[src/ssi_pkg.sv]
// ----------------------------------------------------------------------------
// Segment intersection package
// Shared control type and configuration register indexes.
// ----------------------------------------------------------------------------
package ssi_pkg;

    localparam int CFG_INDEX_WIDTH = 2;

    localparam logic [CFG_INDEX_WIDTH-1:0] CFG_MIRROR_START_X = 2'd0;
    localparam logic [CFG_INDEX_WIDTH-1:0] CFG_MIRROR_START_Y = 2'd1;
    localparam logic [CFG_INDEX_WIDTH-1:0] CFG_MIRROR_END_X   = 2'd2;
    localparam logic [CFG_INDEX_WIDTH-1:0] CFG_MIRROR_END_Y   = 2'd3;

    typedef struct packed {
        logic valid;
        logic hit;
        logic neg_x;
        logic neg_y;
    } t_div_ctrl;

endpackage

[src/ssi_div_step.sv]
// ----------------------------------------------------------------------------
// Segment intersection divider step
// One stage of the combined multiply and divide: takes one bit of each
// direction magnitude, adds the numerator, and retires a radix-2 digit of
// value 0, 1 or 2 for both axes.
// ----------------------------------------------------------------------------
module ssi_div_step #(
    parameter int COORD_WIDTH = 16,
    parameter int STEP        = 0
) (
    input  logic                          i_clk,
    input  logic                          i_rst_n,
    input  logic                          i_en,
    input  ssi_pkg::t_div_ctrl            i_ctrl,
    input  logic [2*COORD_WIDTH+2:0]      i_rem_x,
    input  logic [2*COORD_WIDTH+2:0]      i_rem_y,
    input  logic [COORD_WIDTH-1:0]        i_quo_x,
    input  logic [COORD_WIDTH-1:0]        i_quo_y,
    input  logic [2*COORD_WIDTH+1:0]      i_t_mag,
    input  logic [2*COORD_WIDTH+1:0]      i_den_mag,
    input  logic [COORD_WIDTH-1:0]        i_dir_x_mag,
    input  logic [COORD_WIDTH-1:0]        i_dir_y_mag,
    input  logic [COORD_WIDTH-1:0]        i_start_x,
    input  logic [COORD_WIDTH-1:0]        i_start_y,
    output ssi_pkg::t_div_ctrl            o_ctrl,
    output logic [2*COORD_WIDTH+2:0]      o_rem_x,
    output logic [2*COORD_WIDTH+2:0]      o_rem_y,
    output logic [COORD_WIDTH-1:0]        o_quo_x,
    output logic [COORD_WIDTH-1:0]        o_quo_y,
    output logic [2*COORD_WIDTH+1:0]      o_t_mag,
    output logic [2*COORD_WIDTH+1:0]      o_den_mag,
    output logic [COORD_WIDTH-1:0]        o_dir_x_mag,
    output logic [COORD_WIDTH-1:0]        o_dir_y_mag,
    output logic [COORD_WIDTH-1:0]        o_start_x,
    output logic [COORD_WIDTH-1:0]        o_start_y
);
    import ssi_pkg::*;

    localparam int W    = COORD_WIDTH;
    localparam int D    = 2 * COORD_WIDTH + 2;
    localparam int R    = D + 1;
    localparam int BPOS = COORD_WIDTH - 1 - STEP;

    function automatic logic [R+1:0] div_digit(
        input logic [R-1:0] rem,
        input logic [D-1:0] tm,
        input logic [D-1:0] dm,
        input logic         b
    );
        logic [R-1:0] sum;
        logic [R-1:0] d1;
        logic [R-1:0] d2;
        sum = {rem[R-2:0], 1'b0} + (b ? {1'b0, tm} : {R{1'b0}});
        d1  = {1'b0, dm};
        d2  = {dm, 1'b0};
        priority if (sum >= d2) begin
            return {2'd2, sum - d2};
        end else if (sum >= d1) begin
            return {2'd1, sum - d1};
        end else begin
            return {2'd0, sum};
        end
    endfunction

    t_div_ctrl    r_ctrl;
    logic [R-1:0] r_rem_x, r_rem_y;
    logic [W-1:0] r_quo_x, r_quo_y;
    logic [D-1:0] r_t_mag, r_den_mag;
    logic [W-1:0] r_dir_x_mag, r_dir_y_mag, r_start_x, r_start_y;

    logic [R+1:0] n_step_x, n_step_y;
    logic [W-1:0] n_quo_x, n_quo_y;

    always_comb begin
        n_step_x = div_digit(i_rem_x, i_t_mag, i_den_mag, i_dir_x_mag[BPOS]);
        n_step_y = div_digit(i_rem_y, i_t_mag, i_den_mag, i_dir_y_mag[BPOS]);
        n_quo_x  = {i_quo_x[W-2:0], 1'b0} + {{(W-2){1'b0}}, n_step_x[R+1:R]};
        n_quo_y  = {i_quo_y[W-2:0], 1'b0} + {{(W-2){1'b0}}, n_step_y[R+1:R]};
    end

    always_ff @(posedge i_clk) begin
        if (!i_rst_n) begin
            r_ctrl <= '0;
        end else if (i_en) begin
            r_ctrl <= i_ctrl;
        end
    end

    always_ff @(posedge i_clk) begin
        if (i_en) begin
            r_rem_x     <= n_step_x[R-1:0];
            r_rem_y     <= n_step_y[R-1:0];
            r_quo_x     <= n_quo_x;
            r_quo_y     <= n_quo_y;
            r_t_mag     <= i_t_mag;
            r_den_mag   <= i_den_mag;
            r_dir_x_mag <= i_dir_x_mag;
            r_dir_y_mag <= i_dir_y_mag;
            r_start_x   <= i_start_x;
            r_start_y   <= i_start_y;
        end
    end

    assign o_ctrl      = r_ctrl;
    assign o_rem_x     = r_rem_x;
    assign o_rem_y     = r_rem_y;
    assign o_quo_x     = r_quo_x;
    assign o_quo_y     = r_quo_y;
    assign o_t_mag     = r_t_mag;
    assign o_den_mag   = r_den_mag;
    assign o_dir_x_mag = r_dir_x_mag;
    assign o_dir_y_mag = r_dir_y_mag;
    assign o_start_x   = r_start_x;
    assign o_start_y   = r_start_y;

endmodule
[config.mk]
export PLATFORM = sky130hd
export DESIGN_NAME = ssi_div_step
export DESIGN_NICKNAME = d
export VERILOG_FILES = /design/src/ssi_pkg.sv /design/src/ssi_div_step.sv
export SDC_FILE = /design/constraint.sdc
export NUM_CORES = 1
export LEC_CHECK = 0
export BUFFER_PORTS_ARGS = -buffer_cell sky130_fd_sc_hd__buf_4
export CORE_MARGIN = 4
export CORE_UTILIZATION = 55
export CTS_CLUSTER_SIZE = 8
export DETAILED_ROUTE_END_ITERATION = 10
export GPL_TIMING_DRIVEN = 0
export PLACE_DENSITY = 0.82
export SLEW_MARGIN = 20
export SYNTH_ARGS = -nofsm -noshare
export SYNTH_HDL_FRONTEND = slang
export SYNTH_SLANG_ARGS = --single-unit
[constraint.sdc]
create_clock -name i_clk -period 7.25 [get_ports i_clk]
set_input_delay 1.0875 -clock i_clk [delete_from_list [all_inputs] [get_ports i_clk]]
set_output_delay 1.0875 -clock i_clk [all_outputs]
set_load 0.02 [all_outputs]
# == Word-level counts from Yosys, hierarchy flattened ==
# Index checks and enable logic that the tools add are counted.
# word_totals
word_cells,32
ff_bits,238
in_bits,241
output_inout_bits,238
# op_classes
magnitude_cmp,4
addsub,8
n_mux,6
# op_table
cell,count
2-to-1 mux 37 bit,2
2-to-1 mux 36 bit,2
adder 35 x 34 -> 35 bit,2
>= comparator 35 x 34 -> 1 bit,2
>= comparator 35 bit,2
subtractor 35 x 34 -> 35 bit,2
subtractor 35 bit,2
2-to-1 mux 34 bit,2
adder 16 x 2 -> 16 bit,2

# == Longest topological paths before layout ==
# Gate-level depths: netlist (run 1).
# depth
word_depth,6
depth_mapped,31
mapped_depth_nobuf,28

# == Worst setup path after synthesis (run 1) ==
# OpenSTA, ideal clock, no wires.
# synth_path
kind,input port to flip-flop
start,input i_dir_y_mag[15]
end,"register r_quo_y[14] (netlist: o_quo_y[14]), data pin"
setup_time_ns,0.258
required_ns,6.992
arrival_ns,6.421
path_stages,30
path_slack_ns,0.571
cell_sequence,clkbuf_1 -> and2_1 -> ha_1 -> inv_1 -> fa_1 -> nor2b_1 -> o2111ai_1 -> a21oi_1 -> o31ai_1 -> nand2b_1 -> a21oi_1 -> mux2i_1 -> a2111o_1 -> ha_1 -> nand4_1 -> nor2_1 -> nand3_1 -> o32ai_1 -> o221a_2 -> nand2b_1 -> a31oi_1 -> buf_2 -> inv_1 -> clkbuf_1 -> ha_1 -> and3_1 -> and2_1 -> nand2_1 -> or2_2 -> xnor2_1
# synth_via
elab_chain_len,6
# synth_lines
element,line,rtl
start: declaration,ssi_div_step.sv:22,"input logic [COORD_WIDTH-1:0] i_dir_y_mag,"
2-to-1 mux 34 bit *,ssi_div_step.sv:53,"sum = {rem[R-2:0], 1'b0} + (b ? {1'b0, tm} : {R{1'b0}});"
adder 35 x 34 -> 35 bit *,ssi_div_step.sv:53,
>= comparator 35 x 34 -> 1 bit,ssi_div_step.sv:58,end else if (sum >= d1) begin
2-to-1 mux 36 bit,ssi_div_step.sv:58,
2-to-1 mux 37 bit *,ssi_div_step.sv:56,priority if (sum >= d2) begin
adder 16 x 2 -> 16 bit *,ssi_div_step.sv:78,"n_quo_y = {i_quo_y[W-2:0], 1'b0} + {{(W-2){1'b0}}, n_step_y[R+1:R]};"
via n_quo_y[14],ssi_div_step.sv:72,"logic [W-1:0] n_quo_x, n_quo_y;"
end signal: assignment,ssi_div_step.sv:94,r_quo_y <= n_quo_y;
end: declaration,ssi_div_step.sv:67,"logic [W-1:0] r_quo_x, r_quo_y;"
# Mark *: on every way through the listed nets, which the timed path passes. The rest lies on a longest branch.
# A chain may end at the register's enable or synchronous reset.

# == Final worst setup path (run 1) ==
# Same ends and word-level chain as after synthesis.

==> results of run 1 <==
## cell usage after synthesis, types with 8 or more instances
library cell and count:
edfxtp_1 234, ha_1 206, a21oi_1 198, nand2_1 147, xnor2_1 127, nor2_1 122, o21ai_0 121, inv_1 110
mux2i_1 73, and2_1 71, xor2_1 69, nand3_1 66, a21o_1 64, clkbuf_1 34, o21bai_1 32, a31oi_1 31
and3_1 26, nand2b_1 26, nor2b_1 25, nor3_1 25, a211oi_1 24, nand4_1 23, o211ai_1 23, o21a_1 19
o31ai_1 11, and4_1 10, mux2_2 10, or3_1 10, a211o_1 9, buf_6 8, or2_2 8
## flip-flops by register name, summed over array words and instances (netlist names)
name and count:
o_quo_x 16, o_rem_y 35, o_den_mag 34, o_rem_x 35
o_start_x 16, o_start_y 16, o_t_mag 34, o_dir_y_mag 16
o_dir_x_mag 16, o_quo_y 16, o_ctrl 4
## layout make-up
cell class | count | area, um2
Inverter | 111 | 417
Clock buffer | 44 | 931
Sequential cell | 238 | 7110
Buffer | 50 | 278
Multi-Input combinational cell | 1701 | 12400
Tap cell | 461 | 577
Clock inverter | 5 | 57.6
Fill cell | 2668 | 10300
Timing Repair Buffer | 481 | 3660
## critical path, delay by kind of cell
family	cells	cell delay [ps]
fa+ha+maj	3	940
compound gates	9	2210
mux	1	200
xor+xnor	1	130
simple gates	9	1720
buf+inv	6	1040
## worst paths after layout
| kind | cells past startpoint | slack, ps | to | start |
|---|---|---|---|---|
| setup reg to reg | 2 | 6620 | o_ctrl[0] | o_ctrl[0] |
| hold / removal | 2 | 530 | o_ctrl[3] | o_ctrl[3] |
| setup / recovery | 29 | 180 | o_quo_y[14] | i_dir_y_mag[15] |
| hold reg to reg | 2 | 530 | o_ctrl[3] | o_ctrl[3] |
## what timing repair did
action / 4_1_cts / 5_1_grt
resized for setup: 21 / 30
hold buffers: 0 / 0
pin swaps: 2 / 8
buffers inserted: 1 / 4
setup endpoints to repair: 56 / 20
## stage by stage
step,instances,power (mW)
final,3091,6.89
after global routing,3091,7.23
after CTS,3088,6.82
after detailed placement,3039,5.26
after global placement,3037,5.20
after floorplan,2102,4.14
## power by group through the flow
| stage | registers (mW) | clock network [mW] | logic (mW) |
|---|---|---|---|
| after floorplan | 2.21 | 0 | 1.93 |
| after detailed placement | 1.92 | 0 | 3.34 |
| after global placement | 1.91 | 0 | 3.29 |
| after global routing | 1.92 | 1.59 | 3.71 |
| after CTS | 1.91 | 1.54 | 3.38 |
| final | 1.90 | 1.52 | 3.46 |
## routing by layer
layer	up-vias	wire length [um]	track usage, %
li1	8873	-	-
met5	-	0	0
met3	168	5450	5.62
met2	944	36500	61.2
met4	0	3150	14.8
met1	9112	28900	43.7
## cells by family after synthesis
family          count (synthesis)
fa+ha+maj                     212
xor+xnor                      196
compound gates                623
mux                            83
buf+inv                       163
simple gates                  587
flops                         238
==> metrics.txt, run 1 <==
# TYPE chip_impl_metric gauge
chip_impl_metric{name="synth.top_cell.area_share",unit="%"} 35.1
chip_impl_metric{name="die_area",unit="um2"} 39500
chip_impl_metric{name="overflow",unit=""} 0
chip_impl_metric{name="post-route-worst-setup-slack",unit="ps"} 180
chip_impl_metric{name="vias_per_cell",unit=""} 6.18
chip_impl_metric{name="max_cap_violations",unit=""} 0
chip_impl_metric{name="hold-worst-slack",unit="ps"} 528
chip_impl_metric{name="drc_errors",unit=""} 0
chip_impl_info{name="final_common_cell",value="buf_4"} 1
chip_impl_info{name="yosys-top-cells-area",value="edfxtp_1 35%, ha_1 13%, xnor2_1 5.6%, a21oi_1 4.9%, mux2i_1 3.6%"} 1
chip_impl_metric{name="antenna_cells",unit=""} 0
chip_impl_info{name="synthFlopType",value="edfxtp_1"} 1
chip_impl_metric{name="drt_first_pass_iters",unit=""} 5
chip_impl_metric{name="cts_made_buffers",unit=""} 36
chip_impl_metric{name="setup_violations",unit=""} 0
chip_impl_metric{name="switchingPower",unit="mW"} 2.75
chip_impl_metric{name="place.detailed.hpwl",unit="um"} 59000
chip_impl_metric{name="start_util",unit="%"} 56.0
chip_impl_info{name="worst_path_max_delay_cell",value="a2111oi_1"} 1
chip_impl_info{name="timing.critical_path.from_type",value="input pin"} 1
chip_impl_metric{name="grt_pass1_vias",unit=""} 18339
chip_impl_metric{name="ys_types",unit=""} 88
chip_impl_metric{name="initialDrtViolationCount",unit=""} 1809
chip_impl_metric{name="async_flop_share",unit="%"} 0
chip_impl_metric{name="floorplan.die.height",unit="um"} 199
chip_impl_metric{name="gp_routability_congestion",unit=""} 0.984
chip_impl_metric{name="critical_path.max_fanout",unit=""} 10
chip_impl_metric{name="worst_ep_required_time",unit="ps"} 7530
chip_impl_metric{name="dieWidth",unit="um"} 199
chip_impl_info{name="synth_largest_area_cell",value="edfxtp_1"} 1
chip_impl_metric{name="drtAntennaViolNets",unit=""} 0
chip_impl_metric{name="synth_sequential_area_ratio",unit="%"} 35.5
chip_impl_metric{name="synthesis.area_per_instance",unit="um2"} 9.53
chip_impl_info{name="synth_top_family_by_area",value="compound AO/OA/AOI/OAI gates"} 1
chip_impl_metric{name="synth_seq_cells",unit=""} 238
chip_impl_metric{name="final_hold_viol_count",unit=""} 0
chip_impl_metric{name="final_design_area_no_fill",unit="um2"} 25500
chip_impl_metric{name="layout-area-overhead-vs-synth",unit="%"} 27.1
chip_impl_metric{name="via_count",unit=""} 19097
chip_impl_metric{name="synthXorXnorAreaFrac",unit="%"} 8.57
chip_impl_metric{name="clk-insertion-delay-late",unit="ps"} 530
chip_impl_metric{name="grt_max_degree",unit=""} 108
chip_impl_info{name="hold_path.class",value="reg -> reg"} 1
chip_impl_metric{name="synthesis.nets",unit=""} 2555
chip_impl_metric{name="p_comb_share",unit="%"} 50.3
chip_impl_metric{name="final.setup_skew",unit="ps"} 0
chip_impl_metric{name="fmaxAchievable",unit="GHz"} 0.141
chip_impl_info{name="result_of_the_run",value="completed"} 1
chip_impl_metric{name="power.ir.vdd_worst",unit="uV"} 188
chip_impl_metric{name="arrival",unit="ps"} 7350
chip_impl_info{name="tritoncts_clock_tree",value="yes"} 1
chip_impl_metric{name="preCtsSetupSlack",unit="ps"} -2130
chip_impl_metric{name="fin_setup_tns",unit="ps"} 0
chip_impl_metric{name="timing_worst_slew_pin_value",unit="ps"} 924
chip_impl_metric{name="leakage",unit="nW"} 11.4
chip_impl_metric{name="finish.net_count",unit=""} 3072
chip_impl_metric{name="cts-htree-levels",unit=""} 2
chip_impl_metric{name="drt-total-wl",unit="um"} 74000
chip_impl_info{name="clock_root_buffer",value="clkbuf_16"} 1
chip_impl_metric{name="share_clk_of_total_power",unit="%"} 22.1
chip_impl_metric{name="fp.coreArea",unit="um2"} 35700
chip_impl_metric{name="timing.max_slew.rel_slack",unit="%"} 37.6
chip_impl_metric{name="grt_antenna_before_repair",unit=""} 1
chip_impl_metric{name="post_synth_mux_area_share",unit="%"} 4.21
chip_impl_metric{name="final_max_slew_viols",unit=""} 0
chip_impl_metric{name="fraction_of_final_layout_cells_sized_beyond_drive_strength_1",unit="%"} 23.3
chip_impl_metric{name="std_cell_rows",unit=""} 69
chip_impl_info{name="mostFrequentLayoutCells",value="479 x buf_4, 234 x edfxtp_1, 202 x ha_1"} 1
chip_impl_metric{name="yosysWarningCount",unit=""} 0
chip_impl_info{name="critical_path_class",value="in -> reg"} 1
chip_impl_metric{name="synth_compound_gate_area_share",unit="%"} 20.1
chip_impl_metric{name="synth-edff-count",unit=""} 234
chip_impl_metric{name="floorplan.io_pins",unit=""} 479
chip_impl_metric{name="placement.io_buffers",unit=""} 474
chip_impl_metric{name="global_route_wire_length_before_repair",unit="um"} 107000
chip_impl_metric{name="numClockSinks",unit=""} 238
chip_impl_metric{name="period_minus_slack",unit="ps"} 7070
chip_impl_info{name="worst_setup_path_end_kind",value="flop"} 1
chip_impl_metric{name="dpl-instance-area",unit="um2"} 24200
chip_impl_metric{name="postSynthCellCount",unit=""} 2102
chip_impl_metric{name="critical_path.max_stage_delay",unit="ps"} 450
chip_impl_metric{name="cts-root-to-sink-buffers",unit=""} 3
chip_impl_metric{name="p_per_area",unit="nW/um2"} 271
chip_impl_metric{name="synthAdderAreaFrac",unit="%"} 13.5
chip_impl_metric{name="synthSimpleGateAreaFrac",unit="%"} 14.8
chip_impl_metric{name="internal_power",unit="mW"} 4.14
chip_impl_metric{name="seq_power_share",unit="%"} 27.6
chip_impl_metric{name="avgRoutedWirePerCell",unit="um"} 23.9
chip_impl_metric{name="min_period_over_period",unit="%"} 97.5
chip_impl_metric{name="switching_share_of_power",unit="%"} 39.9
chip_impl_metric{name="postLayoutCoreUtil",unit="%"} 71.2
chip_impl_metric{name="overall_fraction_of_global_route_tracks_in_use",unit="%"} 35.2
chip_impl_metric{name="clock_input_transition_at_the_sequential_cells_of_the_worst_setup_and_hold_paths",unit="ps"} 50
chip_impl_metric{name="post_syn_area",unit="um2"} 20000
(Power assumes the default switching activity.)
==> inputs of run 2 (changes only) <==
--- a/config.mk
+++ b/config.mk
@@ -12,6 +12,7 @@
 export DETAILED_ROUTE_END_ITERATION = 10
 export GPL_TIMING_DRIVEN = 0
 export PLACE_DENSITY = 0.82
+export REMOVE_ABC_BUFFERS = 1
 export SLEW_MARGIN = 20
 export SYNTH_ARGS = -nofsm -noshare
 export SYNTH_HDL_FRONTEND = slang
==> run 2 against run 1 <==
Against the previous run:
- clock power barely moved
- worst hold slack better by 26 ps
- die area unchanged
- largest cell class unchanged
==> metrics.txt, run 2 (synthesized netlist as in run 1, its figures left out) <==
# TYPE chip_impl_metric gauge
chip_impl_info{name="result_of_the_run",value="completed"} 1
chip_impl_metric{name="cts-root-to-sink-buffers",unit=""} 3
chip_impl_metric{name="final_max_slew_viols",unit=""} 0
chip_impl_metric{name="worst_ep_required_time",unit="ps"} 7500
chip_impl_metric{name="timing.max_slew.rel_slack",unit="%"} 37.7
chip_impl_metric{name="hold-worst-slack",unit="ps"} 555
chip_impl_metric{name="fin_setup_tns",unit="ps"} 0
chip_impl_metric{name="overflow",unit=""} 0
chip_impl_info{name="final_common_cell",value="buf_4"} 1
chip_impl_metric{name="layout-area-overhead-vs-synth",unit="%"} 26.2
chip_impl_metric{name="initialDrtViolationCount",unit=""} 1395
chip_impl_info{name="critical_path.startpoint",value="i_dir_y_mag[15]"} 1
chip_impl_metric{name="avgRoutedWirePerCell",unit="um"} 23.6
chip_impl_metric{name="place.detailed.hpwl",unit="um"} 57700
chip_impl_metric{name="leakage",unit="nW"} 11.3
chip_impl_metric{name="post-route-worst-setup-slack",unit="ps"} 197
chip_impl_metric{name="numClockSinks",unit=""} 238
chip_impl_metric{name="start_util",unit="%"} 56.0
chip_impl_info{name="tritoncts_clock_tree",value="yes"} 1
chip_impl_metric{name="via_count",unit=""} 19030
chip_impl_metric{name="postLayoutCoreUtil",unit="%"} 70.7
chip_impl_metric{name="dieWidth",unit="um"} 199
chip_impl_info{name="mostFrequentLayoutCells",value="477 x buf_4, 234 x edfxtp_1, 204 x ha_1"} 1
chip_impl_metric{name="grt_antenna_before_repair",unit=""} 4
chip_impl_metric{name="die_area",unit="um2"} 39500
chip_impl_metric{name="vias_per_cell",unit=""} 6.24
chip_impl_metric{name="fill_cells",unit=""} 2737
chip_impl_metric{name="overall_fraction_of_global_route_tracks_in_use",unit="%"} 34.6
chip_impl_metric{name="placement.io_buffers",unit=""} 474
chip_impl_metric{name="period_minus_slack",unit="ps"} 7050
chip_impl_info{name="critical_path_class",value="in -> reg"} 1
chip_impl_metric{name="max_cap_violations",unit=""} 0
chip_impl_metric{name="power.ir.vdd_worst",unit="uV"} 192
chip_impl_metric{name="cts-htree-levels",unit=""} 2
chip_impl_metric{name="gp_routability_congestion",unit=""} 0.943
chip_impl_metric{name="drtAntennaViolNets",unit=""} 0
chip_impl_info{name="hold_start",value="o_ctrl[1]"} 1
chip_impl_metric{name="floorplan.die.height",unit="um"} 199
chip_impl_metric{name="grt_max_degree",unit=""} 94
chip_impl_metric{name="dpl-instance-area",unit="um2"} 24100
chip_impl_metric{name="final_hold_viol_count",unit=""} 0
chip_impl_metric{name="timing_worst_slew_pin_value",unit="ps"} 923
chip_impl_metric{name="fmaxAchievable",unit="GHz"} 0.142
chip_impl_metric{name="drt-total-wl",unit="um"} 72000
chip_impl_metric{name="drc_errors",unit=""} 0
chip_impl_metric{name="preCtsSetupSlack",unit="ps"} -1720
chip_impl_metric{name="fraction_of_final_layout_cells_sized_beyond_drive_strength_1",unit="%"} 22.9
chip_impl_info{name="hold_path.class",value="reg -> reg"} 1
chip_impl_metric{name="grt_pass1_vias",unit=""} 18334
chip_impl_metric{name="fp.coreArea",unit="um2"} 35700
chip_impl_metric{name="floorplan.io_pins",unit=""} 479
chip_impl_info{name="worst_setup_path_end_kind",value="flop"} 1
chip_impl_info{name="timing.critical_path.from_type",value="input pin"} 1
chip_impl_metric{name="clock_input_transition_at_the_sequential_cells_of_the_worst_setup_and_hold_paths",unit="ps"} 50
chip_impl_metric{name="std_cell_rows",unit=""} 69
chip_impl_metric{name="cts_made_buffers",unit=""} 36
chip_impl_metric{name="final.setup_skew",unit="ps"} 0
chip_impl_metric{name="final_design_area_no_fill",unit="um2"} 25300
chip_impl_metric{name="drt_first_pass_iters",unit=""} 5
chip_impl_metric{name="setup_violations",unit=""} 0
chip_impl_info{name="startpoint_of_the_worst_slack_reg_to_reg_timing_path",value="o_ctrl[2]"} 1
chip_impl_metric{name="global_route_wire_length_before_repair",unit="um"} 105000
chip_impl_info{name="clock_root_buffer",value="clkbuf_16"} 1
chip_impl_metric{name="min_period_over_period",unit="%"} 97.3
chip_impl_metric{name="p_per_area",unit="nW/um2"} 272
chip_impl_metric{name="finish.net_count",unit=""} 3028
chip_impl_metric{name="clk-insertion-delay-late",unit="ps"} 530
chip_impl_metric{name="arrival",unit="ps"} 7310
chip_impl_metric{name="critical_path.max_fanout",unit=""} 35
==> run 2: layout make-up <==
cell class / instances / area [um2] / share of cell area, %
timing repair buffer: 487 / 3790 / 15.0
antenna: 4 / 10.0 / 0.0396
inverter: 111 / 420 / 1.66
clock buffer: 45 / 935 / 3.70
clock inverter: 5 / 57.6 / 0.228
multi-input combinational: 1701 / 12400 / 49.0
sequential: 238 / 7110 / 28.1
tap: 461 / 577 / 2.28
==> run 2: report_power, final <==
part	total [mW]	switching (mW)	leakage, nW	internal, mW
combinational	3.45	2.04	8.48	1.41
sequential	1.90	0.0713	2.32	1.83
clock	1.52	0.613	0.481	0.903
==> run 2: final timing paths <==
check / end / slack (ps) / cells after the start
setup reg to reg: o_ctrl[2] / 6580 / 2
hold / removal: o_ctrl[1] / 550 / 2
hold reg to reg: o_ctrl[1] / 550 / 2
setup / recovery: o_rem_y[24] / 200 / 21
==> run 2: what timing repair did <==
item / in CTS / in global routing
gates resized for setup: 5 / 20
setup buffers: 5 / 1
endpoints found under the setup margin: 34 / 21
hold buffers: 0 / 0
pin swaps: 3 / 3
==> run 2: routing by layer <==
metal | part of all wire [%] | vias up | track usage (%) | wire [um]
met1 | 39 | 9102 | 42.4 | 27700
met2 | 48 | 972 | 58.4 | 34500
li1 | - | 8791 | - | -
met5 | 0 | - | 0 | 0
met3 | 8.1 | 165 | 6.83 | 5820
met4 | 5.5 | 0 | 16.9 | 3960
==> run 2: through the flow <==
| stage | power (mW) | instances |
|---|---|---|
| floorplan | 4.12 | 2050 |
| global placement | 5.18 | 2985 |
| detailed placement | 5.25 | 2992 |
| CTS | 6.81 | 3047 |
| global route | 7.21 | 3052 |
| finish | 6.86 | 3052 |
==> run 2: critical path, stage by stage <==
cell,delay [ps]
buf_8,160
and2_1,210
ha_1,350
a21o_1,210
a31oi_1,220
o21ai_1,140
o31ai_4,470
o211ai_1,210
a2111oi_0,460
o21bai_1,240
mux2i_1,170
or2_2,350
ha_1,500
nand4_1,120
nor4_1,580
a41o_1,300
a211o_2,320
buf_12,250
inv_2,200
nor2_1,500
a221oi_1,230
